===== config.mk =====
export PLATFORM = sky130hd
export DESIGN_NAME = quoted_argument_tokenizer_core_flat
export DESIGN_NICKNAME = d
export VERILOG_FILES = /design/src/hw/rtl/qat_pkg.sv /design/src/hw/rtl/qat_in_if.sv /design/src/hw/rtl/qat_out_if.sv /design/src/hw/rtl/quoted_argument_tokenizer_core.sv /design/src/hw/rtl/qat_parser.sv /design/src/hw/rtl/qat_res_fifo.sv /design/src/flat_wrapper.sv
export VERILOG_INCLUDE_DIRS = /design/src /design/src/hw/rtl
export SDC_FILE = /design/constraint.sdc
export NUM_CORES = 1
export LEC_CHECK = 0
export BUFFER_PORTS_ARGS = -buffer_cell sky130_fd_sc_hd__buf_4
export CAP_MARGIN = 15
export CORE_AREA = 5 5 105 107
export DETAILED_ROUTE_END_ITERATION = 8
export DIE_AREA = 0 0 110 112
export PLACE_DENSITY_LB_ADDON = 0.12
export SYNTH_ARGS = -nofsm -noshare
export SYNTH_HDL_FRONTEND = slang
export SYNTH_SLANG_ARGS = --single-unit
export TNS_END_PERCENT = 1

===== constraint.sdc =====
create_clock -name clk -period 15 [get_ports clk]
set_input_delay 3 -clock clk [delete_from_list [all_inputs] [get_ports clk]]
set_output_delay 3 -clock clk [all_outputs]
set_load 0.01 [all_outputs]

===== src/hw/rtl/quoted_argument_tokenizer_core_assert.svh =====
// Assertion macros shared by the tokenizer RTL.
// Define NO_ASSERTIONS to compile them out.
`ifndef QUOTED_ARGUMENT_TOKENIZER_CORE_ASSERT_SVH
`define QUOTED_ARGUMENT_TOKENIZER_CORE_ASSERT_SVH

`ifndef NO_ASSERTIONS
// same-cycle implication
`define QAT_ASSERT_NOW(label, clk, rst_n, ante, cons, msg) \
  label: assert property (@(posedge clk) disable iff (!rst_n) (ante) |-> (cons)) \
    else $error(msg);
// next-cycle implication
`define QAT_ASSERT_NEXT(label, clk, rst_n, ante, cons, msg) \
  label: assert property (@(posedge clk) disable iff (!rst_n) (ante) |=> (cons)) \
    else $error(msg);
`else
`define QAT_ASSERT_NOW(label, clk, rst_n, ante, cons, msg)
`define QAT_ASSERT_NEXT(label, clk, rst_n, ante, cons, msg)
`endif

`endif


===== src/hw/rtl/qat_pkg.sv =====
`timescale 1ns / 1ps
package qat_pkg;

  localparam logic [7:0] CH_DQ  = 8'h22;
  localparam logic [7:0] CH_SQ  = 8'h27;
  localparam logic [7:0] CH_BS  = 8'h5C;
  localparam logic [7:0] CH_SP  = 8'h20;
  localparam logic [7:0] CH_TAB = 8'h09;
  localparam logic [7:0] CH_CR  = 8'h0D;
  localparam logic [7:0] CH_NUL = 8'h00;

  localparam int MaxRes = 3;

  typedef enum logic [1:0] {
    KIND_BYTE     = 2'd0,
    KIND_END_ARG  = 2'd1,
    KIND_END_TEXT = 2'd2
  } kind_t;

  typedef struct packed {
    kind_t      kind;
    logic [7:0] arg_byte;
  } res_t;

  // up to three results of one request, res[0] goes out first
  typedef struct packed {
    logic [1:0]             cnt;
    res_t [MaxRes-1:0]      res;
  } bundle_t;

  typedef struct packed {
    logic between_args;
    logic in_double;
    logic in_single;
    logic escape_pending;
  } tok_state_t;

  localparam tok_state_t TOK_RESET = '{between_args: 1'b1, in_double: 1'b0,
                                       in_single: 1'b0, escape_pending: 1'b0};

  typedef struct packed {
    logic       emit;
    res_t       res;
    tok_state_t st;
  } plain_t;

  function automatic logic is_space(input logic [7:0] c);
    is_space = (c == CH_SP) || ((c >= CH_TAB) && (c <= CH_CR));
  endfunction

  // handling of a byte with no escape in effect
  function automatic plain_t plain_fn(input logic [7:0] c, input tok_state_t st);
    plain_t p;
    p.emit = 1'b0;
    p.res  = '{kind: KIND_BYTE, arg_byte: c};
    p.st   = st;
    if (c == CH_DQ) begin
      if (st.in_single) p.emit = 1'b1;
      else p.st.in_double = !st.in_double;
    end else if (c == CH_SQ) begin
      if (st.in_double) p.emit = 1'b1;
      else p.st.in_single = !st.in_single;
    end else if ((c == CH_SP) || (c == CH_TAB)) begin
      p.emit = 1'b1;
      if (!(st.in_double || st.in_single)) begin
        p.res = '{kind: KIND_END_ARG, arg_byte: 8'h00};
        p.st.between_args = 1'b1;
      end
    end else if (c == CH_BS) begin
      if (st.in_single) p.emit = 1'b1;
      else p.st.escape_pending = 1'b1;
    end else begin
      p.emit = 1'b1;
    end
    plain_fn = p;
  endfunction

endpackage


===== src/hw/rtl/qat_in_if.sv =====
`timescale 1ns / 1ps
interface qat_in_if;
  logic       valid;
  logic       ready;
  logic [7:0] text_byte;
  logic       end_of_text;

  modport source (output valid, output text_byte, output end_of_text, input ready);
  modport sink   (input valid, input text_byte, input end_of_text, output ready);
endinterface


===== src/hw/rtl/qat_out_if.sv =====
`timescale 1ns / 1ps
interface qat_out_if;
  logic       valid;
  logic       ready;
  logic [1:0] kind;
  logic [7:0] arg_byte;
  logic       last;

  modport source (output valid, output kind, output arg_byte, output last, input ready);
  modport sink   (input valid, input kind, input arg_byte, input last, output ready);
endinterface


===== src/hw/rtl/quoted_argument_tokenizer_core.sv =====
`timescale 1ns / 1ps
// Shell-style quoted argument splitter.
// in_chan  : one text byte per request (text_byte, end_of_text); a zero byte or
//            end_of_text ends the text and returns the parser to idle.
// out_chan : one result per request: kind (byte / end of argument / end of
//            text), arg_byte, and last on the final result of an input request.
// An input request gives 0..3 results. Its state update is done at accept
// time; the results are queued as one bundle in a 2-deep bundle queue and
// leave one per cycle while the receiver is ready, behind any older bundle.
// Throughput: one input per cycle while the receiver is ready and each input
// yields at most one result; an input with more results holds the output
// until all are out, so the output port (one result per cycle) sets the rate.
// in_chan.ready comes from the queue fill count alone, so no combinational
// path runs from out_chan.ready to in_chan.ready. Inputs with no result
// (skipped whitespace, quote toggles) never enter the queue.
// Reset (synchronous, rst_n low) clears the queue and puts the parser in the
// between-arguments state. When the receiver stalls, the head result holds,
// and inputs keep coming until both queue slots are taken.
module quoted_argument_tokenizer_core (
  input  logic       clk,
  input  logic       rst_n,
  qat_in_if.sink     in_chan,
  qat_out_if.source  out_chan
);

  logic             fire;
  logic             push;
  logic             can_push;
  qat_pkg::bundle_t bundle;
  qat_pkg::res_t    res;

  assign in_chan.ready = can_push;
  assign fire          = in_chan.valid && can_push;

  // flag state and per-request result decode
  qat_parser u_parser (
    .clk         (clk),
    .rst_n       (rst_n),
    .fire        (fire),
    .text_byte   (in_chan.text_byte),
    .end_of_text (in_chan.end_of_text),
    .push        (push),
    .bundle      (bundle)
  );

  // bundle queue, serialized one result per cycle while the receiver is ready
  qat_res_fifo u_fifo (
    .clk       (clk),
    .rst_n     (rst_n),
    .push      (push),
    .push_data (bundle),
    .can_push  (can_push),
    .out_valid (out_chan.valid),
    .out_ready (out_chan.ready),
    .out_res   (res),
    .out_last  (out_chan.last)
  );

  assign out_chan.kind     = res.kind;
  assign out_chan.arg_byte = res.arg_byte;

endmodule


===== src/hw/rtl/qat_parser.sv =====
`timescale 1ns / 1ps
`include "quoted_argument_tokenizer_core_assert.svh"
module qat_parser (
  input  logic               clk,
  input  logic               rst_n,
  input  logic               fire,
  input  logic [7:0]         text_byte,
  input  logic               end_of_text,
  output logic               push,
  output qat_pkg::bundle_t   bundle
);

  qat_pkg::tok_state_t state_r, state_nxt;

  always_comb begin
    qat_pkg::tok_state_t st;
    qat_pkg::plain_t     p;
    qat_pkg::bundle_t    b;
    logic                run_plain;

    st        = state_r;
    b         = '0;
    run_plain = 1'b0;

    if (end_of_text || (text_byte == qat_pkg::CH_NUL)) begin
      if (!st.between_args) begin
        if (st.escape_pending && st.in_double) begin
          b.res[b.cnt] = '{kind: qat_pkg::KIND_BYTE, arg_byte: qat_pkg::CH_BS};
          b.cnt        = b.cnt + 2'd1;
        end
        b.res[b.cnt] = '{kind: qat_pkg::KIND_END_ARG, arg_byte: 8'h00};
        b.cnt        = b.cnt + 2'd1;
      end
      b.res[b.cnt] = '{kind: qat_pkg::KIND_END_TEXT, arg_byte: 8'h00};
      b.cnt        = b.cnt + 2'd1;
      st           = qat_pkg::TOK_RESET;
    end else if (st.between_args) begin
      if (!qat_pkg::is_space(text_byte)) begin
        st.between_args = 1'b0;
        run_plain       = 1'b1;
      end
    end else if (st.escape_pending) begin
      st.escape_pending = 1'b0;
      if (st.in_double) begin
        b.res[b.cnt] = '{kind: qat_pkg::KIND_BYTE, arg_byte:
                         ((text_byte == qat_pkg::CH_BS) || (text_byte == qat_pkg::CH_DQ))
                         ? text_byte : qat_pkg::CH_BS};
        b.cnt        = b.cnt + 2'd1;
        // backslash kept, the byte itself is then parsed as usual
        run_plain    = !((text_byte == qat_pkg::CH_BS) || (text_byte == qat_pkg::CH_DQ));
      end else begin
        b.res[b.cnt] = '{kind: qat_pkg::KIND_BYTE, arg_byte: text_byte};
        b.cnt        = b.cnt + 2'd1;
      end
    end else begin
      run_plain = 1'b1;
    end

    p = qat_pkg::plain_fn(text_byte, st);
    if (run_plain) begin
      st = p.st;
      if (p.emit) begin
        b.res[b.cnt] = p.res;
        b.cnt        = b.cnt + 2'd1;
      end
    end

    state_nxt = st;
    bundle    = b;
  end

  assign push = fire && (bundle.cnt != 2'd0);

  always_ff @(posedge clk) begin
    if (!rst_n) begin
      state_r <= qat_pkg::TOK_RESET;
    end else if (fire) begin
      state_r <= state_nxt;
    end
  end

  `QAT_ASSERT_NEXT(a_end_resets, clk, rst_n, fire && end_of_text, state_r == qat_pkg::TOK_RESET, "terminator did not restore idle state")
  `QAT_ASSERT_NOW(a_esc_in_arg, clk, rst_n, state_r.escape_pending, !state_r.between_args && !state_r.in_single, "escape pending outside an argument or in single quotes")

endmodule


===== src/hw/rtl/qat_res_fifo.sv =====
`timescale 1ns / 1ps
`include "quoted_argument_tokenizer_core_assert.svh"
module qat_res_fifo (
  input  logic              clk,
  input  logic              rst_n,
  input  logic              push,
  input  qat_pkg::bundle_t  push_data,
  output logic              can_push,
  output logic              out_valid,
  input  logic              out_ready,
  output qat_pkg::res_t     out_res,
  output logic              out_last
);

  qat_pkg::bundle_t mem_r [2];
  logic       wr_ptr_r, wr_ptr_nxt;
  logic       rd_ptr_r, rd_ptr_nxt;
  logic [1:0] count_r, count_nxt;
  logic [1:0] idx_r, idx_nxt;
  logic       take;
  logic       pop;
  qat_pkg::bundle_t head;

  assign head      = mem_r[rd_ptr_r];
  assign out_valid = (count_r != 2'd0);
  assign out_res   = head.res[idx_r];
  assign out_last  = (idx_r == (head.cnt - 2'd1));
  assign can_push  = (count_r != 2'd2);
  assign take      = out_valid && out_ready;
  assign pop       = take && out_last;

  always_comb begin
    wr_ptr_nxt = push ? !wr_ptr_r : wr_ptr_r;
    rd_ptr_nxt = pop ? !rd_ptr_r : rd_ptr_r;
    count_nxt  = count_r + {1'b0, push} - {1'b0, pop};
    idx_nxt    = idx_r;
    if (take) idx_nxt = out_last ? 2'd0 : idx_r + 2'd1;
  end

  always_ff @(posedge clk) begin
    if (!rst_n) begin
      wr_ptr_r <= 1'b0;
      rd_ptr_r <= 1'b0;
      count_r  <= 2'd0;
      idx_r    <= 2'd0;
    end else begin
      wr_ptr_r <= wr_ptr_nxt;
      rd_ptr_r <= rd_ptr_nxt;
      count_r  <= count_nxt;
      idx_r    <= idx_nxt;
    end
  end

  always_ff @(posedge clk) begin
    if (push) mem_r[wr_ptr_r] <= push_data;
  end

  `QAT_ASSERT_NOW(a_idx_in_range, clk, rst_n, out_valid, idx_r < head.cnt, "result index beyond bundle")
  `QAT_ASSERT_NEXT(a_partial_stays, clk, rst_n, take && !out_last, out_valid && (idx_r == $past(idx_r) + 2'd1), "bundle dropped mid-way")

endmodule


===== src/flat_wrapper.sv =====
// flat-port wrapper written by rule: the top's interface ports become plain ports
module quoted_argument_tokenizer_core_flat 
  (clk, rst_n, in_chan_valid, in_chan_text_byte, in_chan_end_of_text, in_chan_ready, out_chan_valid, out_chan_kind, out_chan_arg_byte, out_chan_last, out_chan_ready);
  qat_in_if in_chan_i ();
  qat_out_if out_chan_i ();
  input  logic clk;
  input  logic rst_n;
  input wire logic [$bits(in_chan_i.valid)-1:0] in_chan_valid;
  input wire logic [$bits(in_chan_i.text_byte)-1:0] in_chan_text_byte;
  input wire logic [$bits(in_chan_i.end_of_text)-1:0] in_chan_end_of_text;
  output wire logic [$bits(in_chan_i.ready)-1:0] in_chan_ready;
  output wire logic [$bits(out_chan_i.valid)-1:0] out_chan_valid;
  output wire logic [$bits(out_chan_i.kind)-1:0] out_chan_kind;
  output wire logic [$bits(out_chan_i.arg_byte)-1:0] out_chan_arg_byte;
  output wire logic [$bits(out_chan_i.last)-1:0] out_chan_last;
  input wire logic [$bits(out_chan_i.ready)-1:0] out_chan_ready;
  assign in_chan_i.valid = in_chan_valid;
  assign in_chan_i.text_byte = in_chan_text_byte;
  assign in_chan_i.end_of_text = in_chan_end_of_text;
  assign in_chan_ready = in_chan_i.ready;
  assign out_chan_valid = out_chan_i.valid;
  assign out_chan_kind = out_chan_i.kind;
  assign out_chan_arg_byte = out_chan_i.arg_byte;
  assign out_chan_last = out_chan_i.last;
  assign out_chan_i.ready = out_chan_ready;
  quoted_argument_tokenizer_core u_core (.clk(clk), .rst_n(rst_n), .in_chan(in_chan_i), .out_chan(out_chan_i));
endmodule

Yosys cells after proc, flatten, opt, wreduce, memory -nomap -nowiden:

Memory sizes are Yosys's and may differ from the RTL's. A register that Yosys moved wholly into a read port is not among the register bits.
Cells that the tools add are included.

* memory bits (writable): 64
* latch bits: 0
* word-level logic and storage cells: 124
* ROM bits: 0
* memories kept: 1
* bits in registers: 10

* muxes and demuxes: 64
* magnitude comparators: 9
* equality and inequality tests: 7
* shifts and indexed selects: 0
* $add $sub $neg: 7
* multipliers: 0
* reduce and logical (&&, ||, !) cells: 22
* div/mod/pow operators: 0
* bitwise operators: 6

Memory list
* u_core.u_fifo.mem_r: depth 2, width 32, rd ports 1, clocked after memory_dff 1, wr ports 1, line qat_res_fifo.sv:15 `qat_pkg::bundle_t mem_r [2];`

Operator list (number)
* two-way mux 32 bit: 4
* two-way mux 10 bit: 8
* demux 10 bit (select 2 bit): 3
* inverter 27 bit: 2
* two-way mux 11 bit: 3
* two-way mux 8 bit: 4
* two-way mux 1 bit: 31
* bitwise mux 30 bit: 1
* bitwise AND 27 bit: 1
* bitwise AND 9 x 27 -> 27 bit: 1
* equality test 8 x 6 -> 1 bit, second input constant: 3
* binary-select mux 10 bit (select 2 bit): 1
* two-way mux 20 bit: 1
* < comparator 2 x 3 -> 1 bit, second input constant: 4
* two-way mux 2 bit: 6
* logical AND 1 bit: 9
* adder 2 x 1 -> 2 bit, second input constant: 4
* equality test 8 x 4 -> 1 bit, second input constant: 1
* equality test 8 x 7 -> 1 bit, second input constant: 1
* greater-or-equal comparator 8 x 4 -> 1 bit, second input constant: 1
* <= comparator 8 x 4 -> 1 bit, second input constant: 1
* logical NOT 8 bit: 1
* two-way mux 7 bit: 1
* greater-or-equal comparator 2 x 1 -> 1 bit, second input constant: 3
* other kinds (11): 20

Logic depth before layout (Yosys ltp):

* word-level depth: 26
* depth in mapped cells: 14
* gate-level depth less buffers: 13

Hierarchy:

Synthesis repeated with hierarchy kept, for this count alone.

* cell total of the unflattened synthesis: 283
* area total of the unflattened synthesis: 3632.2 sq um

Modules (own cells, without submodules)
* qat_res_fifo: times used 1, area an instance 2815.2 sq um, seq. area each 2062.0 sq um, cells each 157
* qat_parser: times used 1, area an instance 810.8 sq um, seq. area each 80.1 sq um, cells each 125
* quoted_argument_tokenizer_core: times used 1, area an instance 6.3 sq um, seq. area each 0.0 sq um, cells each 1

Worst setup path after synthesis:

Ideal clock, no wire load.

* path kind: input port to flip-flop
* start point: input port in_chan_text_byte[3]
* end point: memory u_core.u_fifo.mem_r[0][0] (netlist name) (enable)
* setup time: 0.470 ns
* arrival time: 6.990 ns
* stages: 10
* path slack: 7.539 ns
* cells stage by stage: buf_6 -> nor4_2 -> a21oi_1 -> or2_2 -> buf_2 -> ha_1 -> nor2_1 -> nand2_1 -> mux2i_1 -> a21boi_0

* longest elaborated chain between the ends: 14
* elaborated cells between the ends (all ways): 34
* those cells by class: add/sub: 1; order compare: 2; eq/ne: 5; mux: 17; reduce/logical: 9

RTL lines
* from (decl): line flat_wrapper.sv:9 `input wire logic [$bits(in_chan_i.text_byte)-1:0] in_chan_text_byte;`
* logical NOT 8 bit: line qat_parser.sv:25 `if (end_of_text || (text_byte == qat_pkg::CH_NUL)) begin`
* logical OR 1 bit: line qat_parser.sv:25
* two-way mux 2 bit: line qat_parser.sv:25
* two-way mux 1 bit: line qat_pkg.sv:58, qat_pkg.sv:70
* two-way mux 1 bit: line qat_pkg.sv:69 `end else if (c == CH_BS) begin`
* two-way mux 1 bit: line qat_pkg.sv:63 `end else if ((c == CH_SP) || (c == CH_TAB)) begin`
* two-way mux 1 bit: line qat_pkg.sv:60 `end else if (c == CH_SQ) begin`
* two-way mux 1 bit: line qat_pkg.sv:57 `if (c == CH_DQ) begin`
* two-way mux 32 bit: line qat_parser.sv:62 `if (p.emit) begin`
* two-way mux 32 bit *: line qat_parser.sv:60 `if (run_plain) begin`
* nonzero test 2 bit *: line qat_parser.sv:72 `assign push = fire && (bundle.cnt != 2'd0);`
* logical AND 1 bit *: line qat_parser.sv:72
* two-way mux 1 bit *: line qat_res_fifo.sv:55 `if (push) mem_r[wr_ptr_r] <= push_data;`
* two-way mux 1 bit (implied by the code) *: line qat_res_fifo.sv:55
* to (decl): line qat_res_fifo.sv:15

Mark *: on every way between the ends. The rest lies on a longest branch, timed or not.

Final worst setup path:

* start point: input port in_chan_text_byte[5]
* end point: register u_core.u_fifo.count_r[1]

* longest elaborated chain between the ends: 14
* elaborated cells between the ends (all ways): 34
* those cells by class: add/sub: 3; order compare: 2; eq/ne: 5; mux: 15; reduce/logical: 9

RTL lines
* logical NOT 8 bit: line qat_parser.sv:25
* logical OR 1 bit: line qat_parser.sv:25
* two-way mux 2 bit: line qat_parser.sv:25
* two-way mux 1 bit: line qat_pkg.sv:58, qat_pkg.sv:70
* two-way mux 1 bit: line qat_pkg.sv:69
* two-way mux 1 bit: line qat_pkg.sv:63
* two-way mux 1 bit: line qat_pkg.sv:60
* two-way mux 1 bit: line qat_pkg.sv:57
* two-way mux 32 bit: line qat_parser.sv:62
* two-way mux 32 bit *: line qat_parser.sv:60
* nonzero test 2 bit *: line qat_parser.sv:72
* logical AND 1 bit *: line qat_parser.sv:72
* adder 2 x 1 -> 2 bit *: line qat_res_fifo.sv:35 `count_nxt = count_r + {1'b0, push} - {1'b0, pop};`
* subtractor 2 x 1 -> 2 bit *: line qat_res_fifo.sv:35
* to (signal assigned): line qat_res_fifo.sv:49 `count_r <= count_nxt;`
* to (decl): line qat_res_fifo.sv:18 `logic [1:0] count_r, count_nxt;`

Marked as above.
A chain may end at the register's enable or synchronous reset.

==> impl_metrics.toml <==
[yosys]
synth.yosys.seq_area_share = 0.579
syn-num-nets = 306
synth.area.top_cells = "edfxtp_1 (52%), mux4_2 (6.1%), dfxtp_1 (6.0%), mux2i_1 (4.3%), and3_1 (2.5%)"
ys_warn_count = 0
synth-main-ff-cell = "edfxtp_1"
yosysUniqueCellTypes = 55
synth_edf_count = 64
synth_area_leader_cell = "edfxtp_1"
ys_ff_latch = 75
async_flop_share = 0
syn_area_per_cell_sq_um = 12.9
syn_inst = 287
syn_area_sq_um = 3700
synth_top_area_frac = 0.520

[sta]
worst_slew_pin_slew_ns = 0.781
fin_skew_ns = 0.00673
relSlewSlack = 0.479
maxSlewViolCount = 0
fin_tns_setup_ns = 0
setup-violations-final = 0
finalHoldViolCount = 0
fin_ws_ns = 9.17
holdWs_ns = 0.471
fin_crit_sh = 0.389
rsz0062_at_grt = "no"
period_needed_ns = 5.83
fmaxAchievable_mhz = 171

[run_status]
status = "completed"

[place]
gp_routability_congestion = 0.812
place_hpwl_mm = 5.46
portBuffers = 25
post_dp_cell_area_sq_um = 4040
dp_slack_ns = 8.83

[worst_setup_path]
setup.worst_path.start_class = "primary input"
cp.arrival_ns = 6.07
rr_worst_depth = 7
worstSetupPathType = "in2reg"
r2r_slack_ns = 11.83
cp_max_fo = 12
cp.required_ns = 15.24
end_kind = "register"

[global_route]
grt_max_degree = 33
grt_usage = 0.143
antenna_found_initial = 0
grt_pass1_wl_mm = 13.4
gr-total-overflow = 0
grt_pass1_vias = 2416

[floorplanning]
dieWidth_um = 110
die_height_um = 112
io_pins = 26
row_count = 37
die_area_sq_um = 12300
initial_core_util = 0.368
core_area_sq_um = 10000

[cells_and_area]
final_util = 0.421
regArea_sq_um = 2140
area_growth_pct = 14.2
antenna_cells = 0
multi_input_area_sq_um = 1450
fin_area_sq_um = 4230
final_layout_size_suffix_gt1_frac = 0.214
nFillCells = 988
layout.nets = 332

[clocking]
tritoncts = "yes"
cts_buffer_depth = 2
post_cts_buffers = 0
clock_latency_ns = 0.34
htreeDepth = 3
ctsHoldBuffers = 0
cts_root_buf = "clkbuf_8"
numClockSinks = 75
cts_buffers = 9
cts.repair.resized = 0
path_clk_slew_ns = 0.08

[pwr]
leakagePower_nw = 1.55
power_density_nw_per_um2 = 135
irDropWorstVdd_mv = 0.0933

[route]
dr_wl_met3_um = 282
ant_nets = 0
wl_met1_mm = 4.00
met2_length_mm = 3.84
routed_wl_mm = 8.19
via_per_inst = 5.21
highest_layer = "met4"
drc = 0
firstDrtPassIters = 4
wl_per_cell_um = 18.0
num_vias = 2367
drt_iter0_markers = 120

[min_path]
holdPathStages = 2
hp-class = "reg2reg"

[flow_run]
maxCapViolCount = 0
==> sequential cells by signal (all words and copies together) (netlist names), named ones only <==
| name | count |
|---|---|
| u_core.u_parser.state_r | 4 |
| u_core.u_fifo.count_r | 2 |
| u_core.u_fifo.wr_ptr_r | 1 |
| u_core.u_fifo.mem_r | 64 |
| u_core.u_fifo.rd_ptr_r | 1 |
| u_core.u_fifo.idx_r | 2 |
==> cells by family (layout without fill, tap and decap cells) <==
family	after synthesis	in the layout	share of synthesized area
and+or+nand+nor	95	95	0.152
DFF	75	75	0.579
AOI/OAI and AO/OA	45	45	0.0880
xor gates and xnor gates	5	5	0.0118
adders and majority gates	6	6	0.0203
muxes	29	29	0.113
buffers and inverters	32	63	0.0355
==> metal layers <==
metal,global-route usage,vias up
met5,0,-
met4,0.0407,0
met3,0.0394,6
met2,0.217,32
met1,0.200,1193
li1,-,1136
==> path summary, 6_finish.rpt <==
path	startpoint	end
setup / recovery	in_chan_text_byte[5]	u_core.u_fifo.count_r[1]$_SDFF_PN0_
setup reg to reg	u_core.u_parser.state_r[3]$_SDFFE_PN1P_	u_core.u_fifo.mem_r[0][12]$_DFFE_PP_
hold / removal	u_core.u_parser.state_r[1]$_SDFFE_PN0P_	u_core.u_parser.state_r[1]$_SDFFE_PN0P_
hold reg to reg	u_core.u_parser.state_r[1]$_SDFFE_PN0P_	u_core.u_parser.state_r[1]$_SDFFE_PN0P_
==> cells in the mapped netlist (all sizes together), types with 3 or more instances <==
cell type,n
edfxtp,64
inv,19
nand2,18
mux2i,16
nor2,16
and3,15
o22ai,12
dfxtp,11
mux4,10
and2,8
clkbuf,8
nor2b,8
a21oi,6
ha,6
nor3,6
buf,5
o21ai,5
or2,4
xnor2,4
a21boi,3
mux2,3
nand2b,3
nand3,3
nor4,3
o2bb2a,3
==> power breakdown <==
part	switching (mW)	total (mW)	internal, mW
sequential	0.0142	0.276	0.262
clock	0.0731	0.149	0.0756
combinational	0.0772	0.145	0.0676
==> area by class of cell <==
| cell class | instances | area share |
|---|---|---|
| Tap cell | 136 | 0.0403 |
| Timing Repair Buffer | 28 | 0.0497 |
| Sequential cell | 75 | 0.507 |
| Inverter | 19 | 0.0169 |
| Clock inverter | 6 | 0.0133 |
| Multi-Input combinational cell | 180 | 0.343 |
| Clock buffer | 10 | 0.0302 |
==> stage by stage <==
step           instances  power [mW]
2_1_floorplan        287       0.373
4_1_cts              454       0.579
5_1_grt              454       0.603
3_5_place_dp         438       0.430
6_report             454       0.570
3_3_place_gp         438       0.427
==> critical path, cell delays in order <==
cell	delay, ns
buf_4	0.14
nor4_2	0.41
a21oi_1	0.25
or2_2	0.47
ha_1	0.35
nor2_1	0.11
nand2_1	0.08
mux2i_1	0.47
a21oi_1	0.15
ha_1	0.23
xnor2_1	0.13
xnor2_1	0.12
and2_1	0.15
==> placed cells by master (no fill, tap or decap), drive strengths merged, types with 3 or more instances in the layout <==
| master | Yosys | routed |
|---|---|---|
| edfxtp | 64 | 64 |
| buf | 5 | 28 |
| inv | 19 | 19 |
| nand2 | 18 | 18 |
| mux2i | 16 | 16 |
| nor2 | 16 | 16 |
| and3 | 15 | 15 |
| o22ai | 12 | 12 |
| dfxtp | 11 | 11 |
| mux4 | 10 | 10 |
| clkbuf | 8 | 10 |
| nor2b | 8 | 8 |
| and2 | 8 | 8 |
| ha | 6 | 6 |
| a21oi | 6 | 6 |
| nor3 | 6 | 6 |
| o21ai | 5 | 5 |
| clkinv | 0 | 5 |
| or2 | 4 | 4 |
| xnor2 | 4 | 4 |
| nand3 | 3 | 3 |
| nand2b | 3 | 3 |
| o2bb2a | 3 | 3 |
| nor4 | 3 | 3 |
| mux2 | 3 | 3 |
| a21boi | 3 | 3 |
No activity file was read; power rests on OpenSTA's default activity.
